[config.mk]
export PLATFORM = sky130hd
export DESIGN_NAME = gtaa_sat_alu
export DESIGN_NICKNAME = d
export VERILOG_FILES = /design/src/rtl/gtaa_pkg.sv /design/src/rtl/gtaa_sat_alu.sv
export SDC_FILE = /design/constraint.sdc
export NUM_CORES = 1
export LEC_CHECK = 0
export BUFFER_PORTS_ARGS = -buffer_cell sky130_fd_sc_hd__buf_2
export CAP_MARGIN = 20
export CORE_ASPECT_RATIO = 0.5
export CORE_MARGIN = 2
export CORE_UTILIZATION = 49
export DETAILED_ROUTE_END_ITERATION = 8
export PLACE_DENSITY = 0.84
export SYNTH_ARGS = -nofsm -noshare
export SYNTH_HDL_FRONTEND = slang
export SYNTH_SLANG_ARGS = --single-unit
[constraint.sdc]
create_clock -name vclk -period 6.4
set_clock_uncertainty 0.15 [all_clocks]
set_input_delay 1.28 -clock vclk [all_inputs]
set_output_delay 1.28 -clock vclk [all_outputs]
set_load 0.02 [all_outputs]
[src/rtl/gtaa_pkg.sv]
`timescale 1ns / 1ps
// ----------------------------------------------------------------------------
// gtaa_pkg
// Shared widths, field layout, action codes and types of the greedy
// task-to-agent assignment core.
// ----------------------------------------------------------------------------
package gtaa_pkg;

  // default sizes, handed to the top-level parameters
  localparam int MAX_AGENTS_DEF = 16;
  localparam int LOC_BITS_DEF   = 8;
  localparam int DIST_BITS_DEF  = 16;
  localparam int TIME_BITS_DEF  = 32;

  // fixed field widths of the stream items
  localparam int ACTION_W   = 2;
  localparam int LOC_W      = 8;
  localparam int DIST_W     = 16;
  localparam int AGENT_W    = 4;
  localparam int READY_W    = 32;
  localparam int COUNT_W    = 5;

  // input tdata layout, lowest bit first
  localparam int IN_FROM_LSB   = 0;
  localparam int IN_TO_LSB     = IN_FROM_LSB + LOC_W;
  localparam int IN_DVAL_LSB   = IN_TO_LSB + LOC_W;
  localparam int IN_AIDX_LSB   = IN_DVAL_LSB + DIST_W;
  localparam int IN_ALOC_LSB   = IN_AIDX_LSB + AGENT_W;
  localparam int IN_ARDY_LSB   = IN_ALOC_LSB + LOC_W;
  localparam int IN_PICK_LSB   = IN_ARDY_LSB + READY_W;
  localparam int IN_GOAL_LSB   = IN_PICK_LSB + LOC_W;
  localparam int IN_USED_W     = IN_GOAL_LSB + LOC_W;
  localparam int IN_TDATA_W    = ((IN_USED_W + 7) / 8) * 8;

  // output tdata layout, lowest bit first
  localparam int OUT_AGENT_LSB = 0;
  localparam int OUT_FIN_LSB   = OUT_AGENT_LSB + AGENT_W;
  localparam int OUT_SPAN_LSB  = OUT_FIN_LSB + READY_W;
  localparam int OUT_USED_W    = OUT_SPAN_LSB + READY_W;
  localparam int OUT_TDATA_W   = ((OUT_USED_W + 7) / 8) * 8;

  typedef enum logic [ACTION_W-1:0] {
    ACT_DIST    = 2'd0,
    ACT_START   = 2'd1,
    ACT_RESTART = 2'd2,
    ACT_ASSIGN  = 2'd3
  } gtaa_action_t;

  // status of the shared unit's comparison
  typedef struct packed {
    logic less;
    logic greater;
  } gtaa_cmp_t;

endpackage

[src/rtl/gtaa_sat_alu.sv]
`timescale 1ns / 1ps
// ----------------------------------------------------------------------------
// gtaa_sat_alu
// Shared saturating time-plus-distance adder with a compare on the sum.
// ----------------------------------------------------------------------------
module gtaa_sat_alu #(
  parameter int DIST_BITS = gtaa_pkg::DIST_BITS_DEF,
  parameter int TIME_BITS = gtaa_pkg::TIME_BITS_DEF
) (
  input  logic [TIME_BITS-1:0] op_a,
  input  logic [DIST_BITS-1:0] op_b,
  input  logic [TIME_BITS-1:0] op_cmp,
  output logic [TIME_BITS-1:0] sum,
  output gtaa_pkg::gtaa_cmp_t  cmp
);

  localparam int SW = ((TIME_BITS > DIST_BITS) ? TIME_BITS : DIST_BITS) + 1;

  logic [SW-1:0] sum_w;
  logic          sat;

  assign sum_w = SW'(op_a) + SW'(op_b);
  // clamp at the top of the time range
  assign sat   = sum_w > SW'({TIME_BITS{1'b1}});
  assign sum   = sat ? {TIME_BITS{1'b1}} : TIME_BITS'(sum_w);

  assign cmp.less    = sum < op_cmp;
  assign cmp.greater = sum > op_cmp;

endmodule

=== After elaboration in Yosys (flattened, before gate mapping) ===
Index checks and enable logic that the tools add are counted.

* Bits in registers: 0
* Input port bits: 80
* Output and inout bits: 34
* Logic and storage cells: 5

* Add/sub/neg operators: 1
* Order comparisons: 3
* Multiplexer cells: 1

{| class="wikitable"
|+ Operators with widths
! operator !! number
|-
| $add 32x16->33 || 1
|-
| $gt 33x32->1 const B || 1
|-
| $gt 32x32->1 || 1
|-
| $lt 32x32->1 || 1
|-
| $mux 32 || 1
|}

=== Logic depth before layout (Yosys ltp) ===
* Depth in word-level cells: 4
* Gate-level depth with buffers: 17
* Mapped depth without buffers: 16

=== Least setup slack after synthesis ===
Ideal clock, no wire load.

* Kind: input-to-output
* Start: input port op_a[11]
* End: output port cmp[0] in the netlist's numbering
* Arrival time: 4.829 ns
* Data required time: 4.970 ns
* Slack: 0.141 ns
* Stages: 15
* Buffers on the path: 1
* Cells stage by stage: ha_1 > buf_4 > nand4_2 > or3_1 > or2_0 > o211a_2 > nor3_1 > mux2_1 > ha_1 > a21oi_1 > o21ai_0 > a221oi_1 > o21ai_0 > nor3_1 > a31oi_1

{| class="wikitable"
|+ RTL lines
! element !! line !! source
|-
| from (decl) || gtaa_sat_alu.sv:10 || <nowiki>input logic [TIME_BITS-1:0] op_a,</nowiki>
|-
| to (decl) || gtaa_sat_alu.sv:14 || <nowiki>output gtaa_pkg::gtaa_cmp_t cmp</nowiki>
|}

==> report_table.html <==
<table>
<tr><th>Metric</th><th>Value</th></tr>
<tr><th colspan="2">Logic synthesis</th></tr>
<tr><td>Largest cells by area after synthesis</td><td>sky130_fd_sc_hd__ha_1 (28%), sky130_fd_sc_hd__a21oi_1 (7.6%), sky130_fd_sc_hd__nand2_1 (7.6%)</td></tr>
<tr><td>Xor/xnor share of the synthesized area</td><td>4.81%</td></tr>
<tr><td>Part of the Yosys area used for sequential elements</td><td>0%</td></tr>
<tr><td>Complex-gate fraction of the synthesized area</td><td>between 20% and 30%</td></tr>
<tr><td>Biggest area consumer among synthesized cells</td><td>sky130_fd_sc_hd__ha_1</td></tr>
<tr><td>Post-synthesis share of cell area spent on full adders, half adders and majority gates</td><td>~28%</td></tr>
<tr><td>Post-synthesis cell area</td><td>2180 um2</td></tr>
<tr><td>Count of synthesis-stage warnings from yosys</td><td>0</td></tr>
<tr><td>Synth Area per Inst</td><td>6.78 um2</td></tr>
<tr><td>Top cell type's share of synthesized area</td><td>27.5%</td></tr>
<tr><td>Dominant combinational cell family by area after synthesis</td><td>adder cells</td></tr>
<tr><td>Post-synthesis net count</td><td>between 400 and 500</td></tr>
<tr><td>Number of library cell types mapped by synthesis</td><td>approximately 50</td></tr>
<tr><td>Basic-gate share of the synthesized area counting and, or, nand and nor cells</td><td>approximately 28%</td></tr>
<tr><td>Cell count after synthesis</td><td>about 320</td></tr>
<tr><td>Multiplexer area fraction after synthesis</td><td>just over 6%</td></tr>
<tr><th colspan="2">Power and ir drop</th></tr>
<tr><td>Power per unit of standard cell area</td><td>108 nW/um2</td></tr>
<tr><td>Largest vdd supply drop</td><td>about 0.000075 V</td></tr>
<tr><td>Leakage power</td><td>1.65 nW</td></tr>
<tr><td>Total Power Consumption</td><td>approximately 0.00032 W</td></tr>
<tr><th colspan="2">Worst setup path</th></tr>
<tr><td>Type of element launching the critical path</td><td>input port</td></tr>
<tr><td>Crit path max fanout</td><td>7</td></tr>
<tr><td>Data arrival time at the worst-slack endpoint</td><td>around 4.8 ns</td></tr>
<tr><td>Critical path data required time</td><td>4.97 ns</td></tr>
<tr><td>Endpoint kind of the worst setup timing path</td><td>output port</td></tr>
<tr><td>CP Class</td><td>input port to output port</td></tr>
<tr><th colspan="2">Routing</th></tr>
<tr><td>Vias/cell</td><td>about 5.6</td></tr>
<tr><td>Initial DRT Pass Iterations</td><td>5</td></tr>
<tr><td>Remaining routing DRC violations</td><td>0</td></tr>
<tr><td>Antenna-violating nets left</td><td>0</td></tr>
<tr><td>Drt first-iter violations</td><td>between 200 and 250</td></tr>
<tr><td>Total routed wirelength</td><td>6600 um</td></tr>
<tr><td>Count of vias placed by the detailed router</td><td>roughly 2800</td></tr>
<tr><td>Average wire per standard cell</td><td>13.2 um</td></tr>
<tr><th colspan="2">STA</th></tr>
<tr><td>Slew Viols, Final</td><td>0</td></tr>
<tr><td>Final critical-path setup slack</td><td>approximately 0.18 ns</td></tr>
<tr><td>Period minus WS final</td><td>6.22 ns</td></tr>
<tr><td>Number of endpoints with negative hold slack in the final report</td><td>0</td></tr>
<tr><td>Sum of negative setup slack</td><td>0 ns</td></tr>
<tr><td># setup viols final</td><td>0</td></tr>
<tr><td>Slew at the pin with the worst max-slew slack</td><td>~0.43 ns</td></tr>
<tr><td>Maximum achievable frequency</td><td>about 160 MHz</td></tr>
<tr><td>Final period utilization</td><td>a little over nine tenths</td></tr>
<tr><td>Headroom to the max-slew limit</td><td>71.0%</td></tr>
<tr><th colspan="2">Floorplanning</th></tr>
<tr><td>Number of rows in the core area</td><td>17</td></tr>
<tr><td>Die W</td><td>about 100 um</td></tr>
<tr><td>Top-Level Pins</td><td>114</td></tr>
<tr><td>Die ar.</td><td>just over 5000 um2</td></tr>
<tr><td>Initial core utilization</td><td>50.3%</td></tr>
<tr><td>Die Span Y</td><td>51.2 um</td></tr>
<tr><td>Placeable core area</td><td>between 4000 and 5000 um2</td></tr>
<tr><th colspan="2">GRT</th></tr>
<tr><td>First-pass GRT wire length</td><td>~10000 um</td></tr>
<tr><td>Largest net degree at the start of global routing</td><td>18</td></tr>
<tr><td>Total GRT Usage</td><td>a little under a quarter</td></tr>
<tr><td>Number of global-route vias before repair</td><td>~2400</td></tr>
<tr><td>Congestion Overflow GR</td><td>0</td></tr>
<tr><td>Initial antenna violation count</td><td>0</td></tr>
<tr><th colspan="2">Finish</th></tr>
<tr><td>Clock Buffer Count</td><td>0</td></tr>
<tr><td>Synthesis-to-layout area growth</td><td>38.2%</td></tr>
<tr><td>Fraction of layout instances using a drive strength above 1</td><td>37.6%</td></tr>
<tr><td>Nets</td><td>between 500 and 600</td></tr>
<tr><td>Post-route insts no fill</td><td>about 500</td></tr>
<tr><td>Most common cell after layout, fill and taps aside</td><td>sky130_fd_sc_hd__buf_2</td></tr>
<tr><td>Fill count</td><td>401</td></tr>
<tr><td>Final std cell area, no fill</td><td>a little over 3000 um2</td></tr>
<tr><td>Most used cells in the layout excluding fill and tap cells</td><td>sky130_fd_sc_hd__buf_2 (113), sky130_fd_sc_hd__nand2_1 (44), sky130_fd_sc_hd__ha_1 (43)</td></tr>
<tr><td>Layout sequential cell count</td><td>0</td></tr>
<tr><td>Antenna cells</td><td>0</td></tr>
<tr><td>Total area of sequential cells</td><td>0 um2</td></tr>
<tr><th colspan="2">Place</th></tr>
<tr><td>Post-placement cell area</td><td>between 2000 and 3000 um2</td></tr>
<tr><td>Routability congestion estimate from global placement</td><td>between 0.9 and 1</td></tr>
<tr><td>Placed cell count</td><td>about 500</td></tr>
<tr><td>Post-Place Worst Slack</td><td>0.0897 ns</td></tr>
<tr><td>HPWL reported at the end of detailed placement</td><td>around 5400 um</td></tr>
<tr><td># port buffers</td><td>~110</td></tr>
<tr><th colspan="2">Flow run</th></tr>
<tr><td>Max Cap Violations</td><td>0</td></tr>
<tr><th colspan="2">Run status</th></tr>
<tr><td>Outcome</td><td>completed</td></tr>
<tr><th colspan="2">Clocking</th></tr>
<tr><td>Number of buffers inserted by hold repair at cts</td><td>0</td></tr>
<tr><th colspan="2">Worst hold path</th></tr>
<tr><td>Worst hold-check path type</td><td>input port to output port</td></tr>
<tr><td>Number of cells on the worst hold path</td><td>3</td></tr>
</table>
==> cells in the mapped netlist (3+ instances only) <==
cell type and n:
sky130_fd_sc_hd__o211ai_1 5, sky130_fd_sc_hd__a31oi_1 5, sky130_fd_sc_hd__or3_1 4, sky130_fd_sc_hd__o21a_1 4, sky130_fd_sc_hd__nor3_1 6, sky130_fd_sc_hd__o21ai_0 12, sky130_fd_sc_hd__inv_1 40, sky130_fd_sc_hd__mux2_2 6
sky130_fd_sc_hd__nor2b_1 8, sky130_fd_sc_hd__o21ai_1 4, sky130_fd_sc_hd__a21oi_1 33, sky130_fd_sc_hd__mux2_1 4, sky130_fd_sc_hd__nand3_1 12, sky130_fd_sc_hd__nand2b_1 3, sky130_fd_sc_hd__xnor2_1 7, sky130_fd_sc_hd__xor2_1 5
sky130_fd_sc_hd__ha_1 48, sky130_fd_sc_hd__nand4_1 15, sky130_fd_sc_hd__nand2_1 44, sky130_fd_sc_hd__buf_2 3, sky130_fd_sc_hd__nor2_1 13, sky130_fd_sc_hd__buf_4 3, sky130_fd_sc_hd__and3_1 5
==> power breakdown <==
group          internal, W  leakage (nW)  switching, W
sequential               0             0             0
combinational     0.000135          1.65      0.000189
clock                    0             0             0
total             0.000135          1.65      0.000189
==> metrics by stage <==
stage | hold WS [ns] | util [%]
final | 2.82 | 69.6
after global routing | 2.83 | 69.6
after CTS | 2.81 | 65.8
after detailed placement | 2.81 | 65.8
after global placement | 2.81 | 65.8
after floorplan | 2.55 | -
==> path summary, 6_finish.rpt <==
check / from / slack (ns) / end
worst max-delay path: op_a[12] / 0.18 / cmp[0]
worst min-delay path: op_a[16] / 2.82 / sum[16]
==> critical path, stage by stage <==
cell,delay [ns]
sky130_fd_sc_hd__buf_2,0.10
sky130_fd_sc_hd__ha_1,0.30
sky130_fd_sc_hd__buf_4,0.17
sky130_fd_sc_hd__nand2_1,0.10
sky130_fd_sc_hd__nor2_1,0.25
sky130_fd_sc_hd__nand4_1,0.13
sky130_fd_sc_hd__o211a_1,0.26
sky130_fd_sc_hd__nor2b_1,0.15
sky130_fd_sc_hd__mux2_2,0.36
sky130_fd_sc_hd__ha_1,0.33
sky130_fd_sc_hd__nand2_1,0.06
sky130_fd_sc_hd__o21ai_0,0.14
sky130_fd_sc_hd__o221ai_1,0.19
sky130_fd_sc_hd__a2111oi_2,0.35
sky130_fd_sc_hd__buf_4,0.18
sky130_fd_sc_hd__nor3_1,0.05
sky130_fd_sc_hd__a31oi_1,0.21
sky130_fd_sc_hd__buf_4,0.19
==> cells by family after synthesis <==
family | Yosys count
compound gates | 81
simple gates | 119
buf+inv | 49
mux | 12
xor+xnor | 12
fa+ha+maj | 49
==> layer usage <==
| layer | share of wire, % | global-route usage [%] |
|---|---|---|
| met2 | 47 | 42.3 |
| met1 | 46 | 32.0 |
| met5 | 0 | 0 |
| met3 | 6.8 | 0.958 |
| met4 | 0.35 | 1.60 |
==> cell type report <==
class              instances  area, um2  area share [%]
inverters                 41        154            5.10
repair buffers           128        686            22.7
multi-input cells        273       2110            69.8
well taps                 57       71.3            2.36
==> what timing repair did <==
item	CTS	global route
gates resized for setup	0	33
buffers inserted	0	2
setup endpoints to repair	0	2
(Power assumes the default switching activity.)
